`src/hdl/imubss_pkg.sv`:
```
`default_nettype none

package imubss_pkg;

  // Request codes carried in req_type.
  localparam logic [1:0] REQ_START    = 2'd0;
  localparam logic [1:0] REQ_COMPLETE = 2'd1;
  localparam logic [1:0] REQ_ERROR    = 2'd2;
  localparam logic [1:0] REQ_READ     = 2'd3;

  // Phase codes, also reported as state_code.
  localparam logic [1:0] PH_IDLE = 2'd0;
  localparam logic [1:0] PH_ACC  = 2'd1;
  localparam logic [1:0] PH_GYRO = 2'd2;
  localparam logic [1:0] PH_ERR  = 2'd3;

  // Burst targets reported as launch_target.
  localparam logic [1:0] TGT_NONE = 2'd0;
  localparam logic [1:0] TGT_ACC  = 2'd1;
  localparam logic [1:0] TGT_GYRO = 2'd2;

  // Configuration register indexes (byte address 4 * index).
  localparam logic [1:0] REG_ACC_CMD  = 2'd0;
  localparam logic [1:0] REG_GYRO_CMD = 2'd1;
  localparam logic [1:0] REG_MAX_DT   = 2'd2;

  localparam int ADDR_WIDTH = 4;

  localparam logic [7:0]  ACC_CMD_RESET  = 8'h92;
  localparam logic [7:0]  GYRO_CMD_RESET = 8'h82;
  localparam logic [15:0] MAX_DT_RESET   = 16'd100;

  typedef struct packed {
    logic [7:0]  acc_cmd;
    logic [7:0]  gyro_cmd;
    logic [15:0] max_dt;
  } cfg_t;

  typedef struct packed {
    logic [1:0]  state_code;
    logic [1:0]  launch_target;
    logic [7:0]  launch_byte;
    logic        start_refused;
    logic        sample_valid;
    logic [47:0] acc_axes;
    logic [47:0] gyro_axes;
    logic [15:0] dt_ticks;
    logic [31:0] error_total;
    logic [31:0] skip_total;
    logic [31:0] sample_total;
  } result_t;

endpackage

`default_nettype wire

```
`src/hdl/imu_burst_sample_sequencer.sv`:
```
`default_nettype none

// IMU burst sample sequencer.
//
// Each request on the input channel (in_valid / in_stall) carries a start tick, a
// transfer completion, a transfer error or a consumer read, together with the burst
// payload and the serial engine's launch acknowledge. Every accepted request yields
// exactly one result on the output channel (out_valid / out_stall): the new phase,
// the burst launched, counters and, on a consumer read, the unpacked sample.
//
// The request is decoded against the current sequencer state by one level of
// compare and increment logic and lands in the output register at the accepting
// edge. Throughput is one request per cycle while not stalled. in_stall is high
// only while a result sits in the output register and the receiver stalls it;
// the result then holds until taken, and the following request waits at the input.
//
// Synchronous reset returns the phase to idle, empties the snapshot slot, clears
// the counters and sequence marks, empties the output register and loads the
// configuration defaults (0x92, 0x82, 100). The APB port is always ready and
// should be written only while no request is in flight.
module imu_burst_sample_sequencer #(
  parameter int COUNT_WIDTH = 32
) (
  input  wire logic                              clk,
  input  wire logic                              rst,
  input  wire logic                              psel,
  input  wire logic                              penable,
  input  wire logic                              pwrite,
  input  wire logic [imubss_pkg::ADDR_WIDTH-1:0] paddr,
  input  wire logic [31:0]                       pwdata,
  output logic      [31:0]                       prdata,
  output logic                                   pready,
  input  wire logic                              in_valid,
  output logic                                   in_stall,
  input  wire logic [1:0]                        req_type,
  input  wire logic [47:0]                       rx_payload,
  input  wire logic                              launch_ok,
  output logic                                   out_valid,
  input  wire logic                              out_stall,
  output logic      [1:0]                        state_code,
  output logic      [1:0]                        launch_target,
  output logic      [7:0]                        launch_byte,
  output logic                                   start_refused,
  output logic                                   sample_valid,
  output logic      [47:0]                       acc_axes,
  output logic      [47:0]                       gyro_axes,
  output logic      [15:0]                       dt_ticks,
  output logic      [31:0]                       error_total,
  output logic      [31:0]                       skip_total,
  output logic      [31:0]                       sample_total
);
  import imubss_pkg::*;

  cfg_t    cfg;
  result_t res_next;
  result_t res;
  logic    step;

  // A request is taken whenever the output register can receive its result.
  assign step = in_valid && !in_stall;

  imubss_cfg u_cfg (
    .clk     (clk),
    .rst     (rst),
    .psel    (psel),
    .penable (penable),
    .pwrite  (pwrite),
    .paddr   (paddr),
    .pwdata  (pwdata),
    .prdata  (prdata),
    .pready  (pready),
    .cfg     (cfg)
  );

  imubss_core #(
    .COUNT_WIDTH (COUNT_WIDTH)
  ) u_core (
    .clk        (clk),
    .rst        (rst),
    .step       (step),
    .req_type   (req_type),
    .rx_payload (rx_payload),
    .launch_ok  (launch_ok),
    .cfg        (cfg),
    .res        (res_next)
  );

  imubss_out u_out (
    .clk       (clk),
    .rst       (rst),
    .load      (step),
    .res_in    (res_next),
    .out_stall (out_stall),
    .out_valid (out_valid),
    .busy      (in_stall),
    .res_out   (res)
  );

  // Chip selects follow the phase: the accelerometer is selected in PH_ACC and the
  // gyroscope in PH_GYRO, so state_code alone drives them outside this block.
  assign state_code    = res.state_code;
  assign launch_target = res.launch_target;
  assign launch_byte   = res.launch_byte;
  assign start_refused = res.start_refused;
  assign sample_valid  = res.sample_valid;
  assign acc_axes      = res.acc_axes;
  assign gyro_axes     = res.gyro_axes;
  assign dt_ticks      = res.dt_ticks;
  assign error_total   = res.error_total;
  assign skip_total    = res.skip_total;
  assign sample_total  = res.sample_total;

  // The input is held back only while a result waits in the output register.
  a_stall_needs_result: assert property (@(posedge clk) disable iff (rst)
    in_stall |-> out_valid)
    else $error("input stalled with no pending result");

  // A launched burst always matches the phase that it puts the sequencer in.
  a_launch_phase: assert property (@(posedge clk) disable iff (rst)
    out_valid && launch_target != TGT_NONE |->
      (launch_target == TGT_ACC && state_code == PH_ACC) ||
      (launch_target == TGT_GYRO && state_code == PH_GYRO))
    else $error("launch target disagrees with phase");

  // A refused start leaves the sequencer in a reading phase.
  a_refused_phase: assert property (@(posedge clk) disable iff (rst)
    out_valid && start_refused |-> state_code == PH_ACC || state_code == PH_GYRO)
    else $error("refused start outside a read");

  // A delivered sample never comes with a launch or a refusal.
  a_sample_alone: assert property (@(posedge clk) disable iff (rst)
    out_valid && sample_valid |-> launch_target == TGT_NONE && !start_refused)
    else $error("sample delivered with launch or refusal");

endmodule

`default_nettype wire

```
`src/hdl/imubss_cfg.sv`:
```
`default_nettype none

module imubss_cfg (
  input  wire logic                             clk,
  input  wire logic                             rst,
  input  wire logic                             psel,
  input  wire logic                             penable,
  input  wire logic                             pwrite,
  input  wire logic [imubss_pkg::ADDR_WIDTH-1:0] paddr,
  input  wire logic [31:0]                      pwdata,
  output logic      [31:0]                      prdata,
  output logic                                  pready,
  output imubss_pkg::cfg_t                      cfg
);
  import imubss_pkg::*;

  logic       wr_en;
  logic [1:0] reg_index;

  assign pready    = 1'b1;
  assign wr_en     = psel && penable && pwrite;
  assign reg_index = paddr[3:2];

  always_ff @(posedge clk) begin
    if (rst) begin
      cfg.acc_cmd  <= ACC_CMD_RESET;
      cfg.gyro_cmd <= GYRO_CMD_RESET;
      cfg.max_dt   <= MAX_DT_RESET;
    end else if (wr_en) begin
      case (reg_index)
        REG_ACC_CMD:  cfg.acc_cmd  <= pwdata[7:0];
        REG_GYRO_CMD: cfg.gyro_cmd <= pwdata[7:0];
        REG_MAX_DT:   cfg.max_dt   <= pwdata[15:0];
        default: ;
      endcase
    end
  end

  always_comb begin
    case (reg_index)
      REG_ACC_CMD:  prdata = {24'd0, cfg.acc_cmd};
      REG_GYRO_CMD: prdata = {24'd0, cfg.gyro_cmd};
      REG_MAX_DT:   prdata = {16'd0, cfg.max_dt};
      default:      prdata = 32'd0;
    endcase
  end

endmodule

`default_nettype wire

```
`src/hdl/imubss_core.sv`:
```
`default_nettype none

module imubss_core #(
  parameter int COUNT_WIDTH = 32
) (
  input  wire logic                clk,
  input  wire logic                rst,
  input  wire logic                step,
  input  wire logic [1:0]          req_type,
  input  wire logic [47:0]         rx_payload,
  input  wire logic                launch_ok,
  input  wire imubss_pkg::cfg_t    cfg,
  output imubss_pkg::result_t      res
);
  import imubss_pkg::*;

  logic [1:0]             phase, phase_next;
  logic [47:0]            acc_latch, acc_latch_next;
  logic [47:0]            snap_acc;
  logic [47:0]            snap_gyro;
  logic                   snap_load;
  logic [COUNT_WIDTH-1:0] snap_sequence, snap_sequence_next;
  logic                   slot_ready, slot_ready_next;
  logic [COUNT_WIDTH-1:0] last_sequence, last_sequence_next;
  logic [COUNT_WIDTH-1:0] error_counter, error_counter_next;
  logic [COUNT_WIDTH-1:0] skip_counter, skip_counter_next;
  logic [COUNT_WIDTH-1:0] sample_counter, sample_counter_next;
  logic [COUNT_WIDTH-1:0] delta;
  logic [31:0]            dt_raw;

  assign delta = snap_sequence - last_sequence;

  always_comb begin
    phase_next          = phase;
    acc_latch_next      = acc_latch;
    snap_load           = 1'b0;
    snap_sequence_next  = snap_sequence;
    slot_ready_next     = slot_ready;
    last_sequence_next  = last_sequence;
    error_counter_next  = error_counter;
    skip_counter_next   = skip_counter;
    sample_counter_next = sample_counter;
    dt_raw              = 32'd0;

    res.launch_target = TGT_NONE;
    res.launch_byte   = 8'd0;
    res.start_refused = 1'b0;
    res.sample_valid  = 1'b0;
    res.acc_axes      = 48'd0;
    res.gyro_axes     = 48'd0;
    res.dt_ticks      = 16'd0;

    case (req_type)
      REQ_START: begin
        if (phase == PH_ACC || phase == PH_GYRO) begin
          res.start_refused = 1'b1;
          skip_counter_next = skip_counter + 1'b1;
        end else if (launch_ok) begin
          phase_next        = PH_ACC;
          res.launch_target = TGT_ACC;
          res.launch_byte   = cfg.acc_cmd;
        end else begin
          phase_next         = PH_ERR;
          error_counter_next = error_counter + 1'b1;
        end
      end
      REQ_COMPLETE: begin
        if (phase == PH_ACC) begin
          acc_latch_next = rx_payload;
          if (launch_ok) begin
            phase_next        = PH_GYRO;
            res.launch_target = TGT_GYRO;
            res.launch_byte   = cfg.gyro_cmd;
          end else begin
            phase_next         = PH_ERR;
            error_counter_next = error_counter + 1'b1;
          end
        end else if (phase == PH_GYRO) begin
          sample_counter_next = sample_counter + 1'b1;
          phase_next          = PH_IDLE;
          if (!slot_ready) begin
            snap_load          = 1'b1;
            snap_sequence_next = sample_counter_next;
            slot_ready_next    = 1'b1;
          end else begin
            skip_counter_next = skip_counter + 1'b1;
          end
        end else begin
          phase_next         = PH_ERR;
          error_counter_next = error_counter + 1'b1;
        end
      end
      REQ_ERROR: begin
        phase_next         = PH_ERR;
        error_counter_next = error_counter + 1'b1;
      end
      default: begin
        if (slot_ready) begin
          res.sample_valid   = 1'b1;
          res.acc_axes       = snap_acc;
          res.gyro_axes      = snap_gyro;
          slot_ready_next    = 1'b0;
          last_sequence_next = snap_sequence;
          // The first read after reset, or a repeat of the same sequence, counts one tick.
          if (last_sequence == '0 || delta == '0) begin
            dt_raw = 32'd1;
          end else begin
            dt_raw = 32'(delta);
          end
          if (dt_raw > 32'(cfg.max_dt)) begin
            res.dt_ticks = cfg.max_dt;
          end else begin
            res.dt_ticks = dt_raw[15:0];
          end
        end
      end
    endcase

    res.state_code   = phase_next;
    res.error_total  = 32'(error_counter_next);
    res.skip_total   = 32'(skip_counter_next);
    res.sample_total = 32'(sample_counter_next);
  end

  always_ff @(posedge clk) begin
    if (rst) begin
      phase          <= PH_IDLE;
      acc_latch      <= 48'd0;
      snap_sequence  <= '0;
      slot_ready     <= 1'b0;
      last_sequence  <= '0;
      error_counter  <= '0;
      skip_counter   <= '0;
      sample_counter <= '0;
    end else if (step) begin
      phase          <= phase_next;
      acc_latch      <= acc_latch_next;
      snap_sequence  <= snap_sequence_next;
      slot_ready     <= slot_ready_next;
      last_sequence  <= last_sequence_next;
      error_counter  <= error_counter_next;
      skip_counter   <= skip_counter_next;
      sample_counter <= sample_counter_next;
    end
  end

  // The snapshot holds no reset value; it is read only after slot_ready was set.
  always_ff @(posedge clk) begin
    if (step && snap_load) begin
      snap_acc  <= acc_latch;
      snap_gyro <= rx_payload;
    end
  end

endmodule

`default_nettype wire

```
`src/hdl/imubss_out.sv`:
```
`default_nettype none

module imubss_out (
  input  wire logic                clk,
  input  wire logic                rst,
  input  wire logic                load,
  input  wire imubss_pkg::result_t res_in,
  input  wire logic                out_stall,
  output logic                     out_valid,
  output logic                     busy,
  output imubss_pkg::result_t      res_out
);
  import imubss_pkg::*;

  // The register can take a new result whenever it is empty or being emptied.
  assign busy = out_valid && out_stall;

  always_ff @(posedge clk) begin
    if (rst) begin
      out_valid <= 1'b0;
    end else if (load) begin
      out_valid <= 1'b1;
    end else if (!out_stall) begin
      out_valid <= 1'b0;
    end
  end

  always_ff @(posedge clk) begin
    if (load) begin
      res_out <= res_in;
    end
  end

endmodule

`default_nettype wire
```
`config.mk`:
```
export PLATFORM = sky130hd
export DESIGN_NAME = imu_burst_sample_sequencer
export DESIGN_NICKNAME = d
export VERILOG_FILES = /design/src/hdl/imubss_pkg.sv /design/src/hdl/imu_burst_sample_sequencer.sv /design/src/hdl/imubss_cfg.sv /design/src/hdl/imubss_core.sv /design/src/hdl/imubss_out.sv
export SDC_FILE = /design/constraint.sdc
export NUM_CORES = 1
export LEC_CHECK = 0
export BUFFER_PORTS_ARGS = -buffer_cell sky130_fd_sc_hd__buf_4
export CORE_MARGIN = 4
export CORE_UTILIZATION = 50
export DETAILED_ROUTE_END_ITERATION = 8
export PLACE_DENSITY = 0.71
export SLEW_MARGIN = 20
export SYNTH_ARGS = -nofsm -noshare
export SYNTH_HDL_FRONTEND = slang
export SYNTH_SLANG_ARGS = --single-unit
```
`constraint.sdc`:
```
create_clock -name clk -period 10.12 [get_ports clk]
set_input_delay 0.506 -clock clk [delete_from_list [all_inputs] [get_ports clk]]
set_output_delay 0.506 -clock clk [all_outputs]
set_load 0.05 [all_outputs]
```
==> results.md <==
- Worst R2R Start: u_core.snap_sequence[0]
- Post-placement cell area: roughly 0.029 mm^2
- Synth-to-Final Area Change: 17.4%
- Reg2reg setup slack: around 3.2 ns
- Synthesized area: about 0.026 mm^2
- Post-Synth Simple-Gate Area: 0.188
- Fmax: around 140 MHz
- XOR/XNOR share of the synthesized area: 0.0362
- Worst Path Required: approximately 11 ns
- Net Sw Frac: 0.263
- Ys async rst share: 0
- Final Util: 0.598
- Placed cell count: 3,564
- R2r worst-path depth: 24
- Core ar.: slightly above 0.05 mm^2
- Global-route wire length before repair: between 100 and 150 mm
- Max-slew headroom: 0.283
- DRT Pass-1 Iters: 6
- H-Tree Depth: 2
- Initial DRC Count: about 1,500
- Min-Delay Path Class: in2reg
- Sinks on Clock Net: 562
- Root Buffer: clkbuf_16
- Dpl ws: 3.29 ns
- Final number of setup-violating endpoints: 0
- Final hold violation count: 0
- Crit Reg-Reg Endpoint: u_out.res_out[102]
- Post-detail-place hpwl: 48.2 mm
- Clock power frac: 0.401
- Mux share of post-synthesis cell area: 0.0133
- Initial core utilization: 0.509
- Sequential power share: 0.472
- NumNets Final: about 3,100
- Slew Viols, Final: 0
- WS Path Type: reg2reg
- CTS-repair resized insts: 0
- Mean Syn Cell Area: about 9.7 um^2
- Arrival @ worst endpoint: approximately 7.4 ns
- DR DRC count: 0
- Post-route insts no fill: approximately 3,700
- Deepest clock path buffer count: 3
- Hold path start: rx_payload[10]
- IO buf count: around 320
- Top FF cell, synth: edfxtp_1
- Yosys reg bits: between 500 and 600
- Post-CTS Setup Inserts: 0
- Largest net degree at the start of global routing: ~160
- Number of flops mapped to enable cells by yosys: approximately 320
- RePlAce Congestion: between 0.8 and 0.9
- DR vias/cell: around 5.7
- Hold worst-path end: u_core.snap_gyro[10]
- Later-pin clock latency in the skew report: 0.62 ns
- CTS Hold Bufs: 0
- Net Switching: 1.41 mW
- Yosys Warn Count: 0
- Number of I/O pins: ~350
- Final Skew: between 0.015 and 0.02 ns
- Maxcap violations: 0
- Die X: 238 um
- Die Y-Extent: about 240 um
- Setup TNS: 0 ns
- Sequential element share of the synthesized area: 0.547
- Combinational power share: 0.128
- Setup crit start kind: flop
- Initial antenna violation count: 1
- Worst-Margin Slew: 1.08 ns
- Clk slew on worst S/H paths: 0.06 ns
- Die ar.: around 0.057 mm^2
- Pleak: between 10 and 15 nW
- Pint: a little under 4 mW
- Vias: around 21,000
- Worst Path Max Fanout: 13
- Finished Cell Area: slightly above 0.03 mm^2
- RSZ-0062 raised after global routing: no
- Tmin final: slightly below 7 ns
- Adder-cell share of the synthesized area: 0.0278
- Num rows: 83
- Routed Antenna Nets: 0
- Total Routing Usage GR: 0.234
- Clock buffer count from CTS: between 50 and 60
- Vias in the first global route: 19,819
- Main combinational cell family by area after synthesis: simple AND/OR/NAND/NOR gates
- DR WL/cell: approximately 19 um
- Power per cell area: approximately 170 mW/mm^2
- Yosys cell types: between 80 and 90
- Layout cell share with drive strength beyond 1: 0.154
- CTS tree: done
- Worst hold path cell count: 1
- Outcome: complete, no violations
- Compound-cell area share of the yosys netlist: 0.145
- Synth Instances: roughly 2,700
- Crit path capture type: flop
- Worst vdd ir: 0.121 mV
- Final worst-path cycle share: 0.687
- Final WS setup: 3.16 ns
- Detailed Route WL: 69.7 mm
- Total gr overflow: 0
[cell families after synthesis]
family / Yosys count
and+or+nand+nor: 1063
AOI/OAI and AO/OA: 622
DFF: 562
buffers and inverters: 276
xor gates and xnor gates: 109
adders and majority gates: 58
muxes: 34
other: 2
[routing by layer]
| layer | wire [um] | GRT usage |
|---|---|---|
| met1 | 30200 | 0.322 |
| met2 | 32400 | 0.384 |
| met3 | 5370 | 0.0444 |
| met4 | 1690 | 0.0637 |
| met5 | 13 | 0 |
[synthesized netlist by cell type, types with 13 or more instances]
cell type  number  area share
and2_1         27      0.0064
o31ai_1        15      0.0043
xnor2_1        58       0.019
and3_1        121       0.029
a31oi_1        21      0.0050
or3_1          30      0.0071
dfxtp_1       244        0.19
buf_2          13      0.0025
inv_1          87       0.012
xor2_1         51       0.017
nand2_1       432       0.061
nor2_1        223       0.032
nor3_1         56       0.011
clkbuf_1      138       0.020
a21o_1         23      0.0065
nand3_1        56       0.011
edfxtp_1      318        0.36
a211oi_1       48       0.014
o22ai_1        17      0.0040
mux2i_1        28       0.011
nor4_1         20      0.0047
o21ai_0       107       0.020
buf_4          20      0.0057
ha_1           57       0.027
a21oi_1       273       0.052
nand4_1        37      0.0088
buf_1          15      0.0021
[cell usage in the layout, fill, tap and decap left out, types with 87 or more instances in the layout]
cell type	netlist	routed
a21oi_1	273	273
inv_1	87	87
o21ai_0	107	107
nand2_1	432	429
nor2_1	223	219
buf_4	20	329
and3_1	121	120
edfxtp_1	318	318
dfxtp_1	244	243
[state kept, by name, summed over array words and instances (netlist names), 48 cells and up]
signal            cells
u_core.acc_latch     48
u_out.res_out       222
u_core.snap_acc      48
u_core.snap_gyro     48
[worst max path at each step]
stage	startpoint	end	slack [ns]	depth (start not counted)
6_report	u_core.snap_sequence[0]	u_out.res_out[102]	3.16	24
5_1_grt	u_core.snap_sequence[0]	u_out.res_out[98]	2.65	24
4_1_cts	u_core.snap_sequence[0]	u_out.res_out[102]	3.22	24
3_5_place_dp	u_core.snap_sequence[0]	u_out.res_out[97]	3.29	24
3_3_place_gp	u_core.snap_sequence[0]	u_out.res_out[102]	3.36	24
2_1_floorplan	u_out.out_valid	u_core.error_counter[13]	2.46	5
[worst max-delay path: stages, from the launching register on]
cell and delay (ns):
dfxtp_1 0.35, inv_1 0.06, ha_1 0.21, fa_1 0.41
nor2b_1 0.16, o2111ai_1 0.24, a21o_1 0.26, a21o_1 0.20
a2111o_1 0.42, nor4b_2 0.28, nand4_1 0.20, or4b_1 0.72
o21ai_4 0.37, nor2_1 0.08, ha_1 0.29, nor2b_1 0.14
o21a_1 0.15, o21ai_0 0.15, a21oi_1 0.10, o31ai_1 0.23
a32oi_1 0.41, or2_2 0.42, a41oi_1 0.21, nand4_1 0.43
o22ai_1 0.28
[area by class of cell]
cell class                 count  area, um^2
fill                        4368       20800
sequential                   562       14400
multi-input combinational   1903       10900
timing repair buffer         331        2500
clock buffer                  73        1540
tap                          680         851
clock inverter                32         384
inverter                      88         338
antenna                        2        5.00
[per-stage QoR]
stage / hold WS (ns) / total power [mW]
floorplan: 0.408 / 3.05
global placement: 0.411 / 3.24
detailed placement: 0.415 / 3.25
CTS: 0.0394 / 5.39
global route: 0.0480 / 5.54
finish: 0.0738 / 5.34
[power by group through the flow]
stage / clock network [mW] / logic, mW / registers [mW]
CTS: 2.19 / 0.679 / 2.52
detailed placement: 0 / 0.676 / 2.57
global placement: 0 / 0.669 / 2.57
finish: 2.14 / 0.682 / 2.52
floorplan: 0 / 0.313 / 2.74
global route: 2.29 / 0.727 / 2.53
No activity file was read; power rests on OpenSTA's default activity.
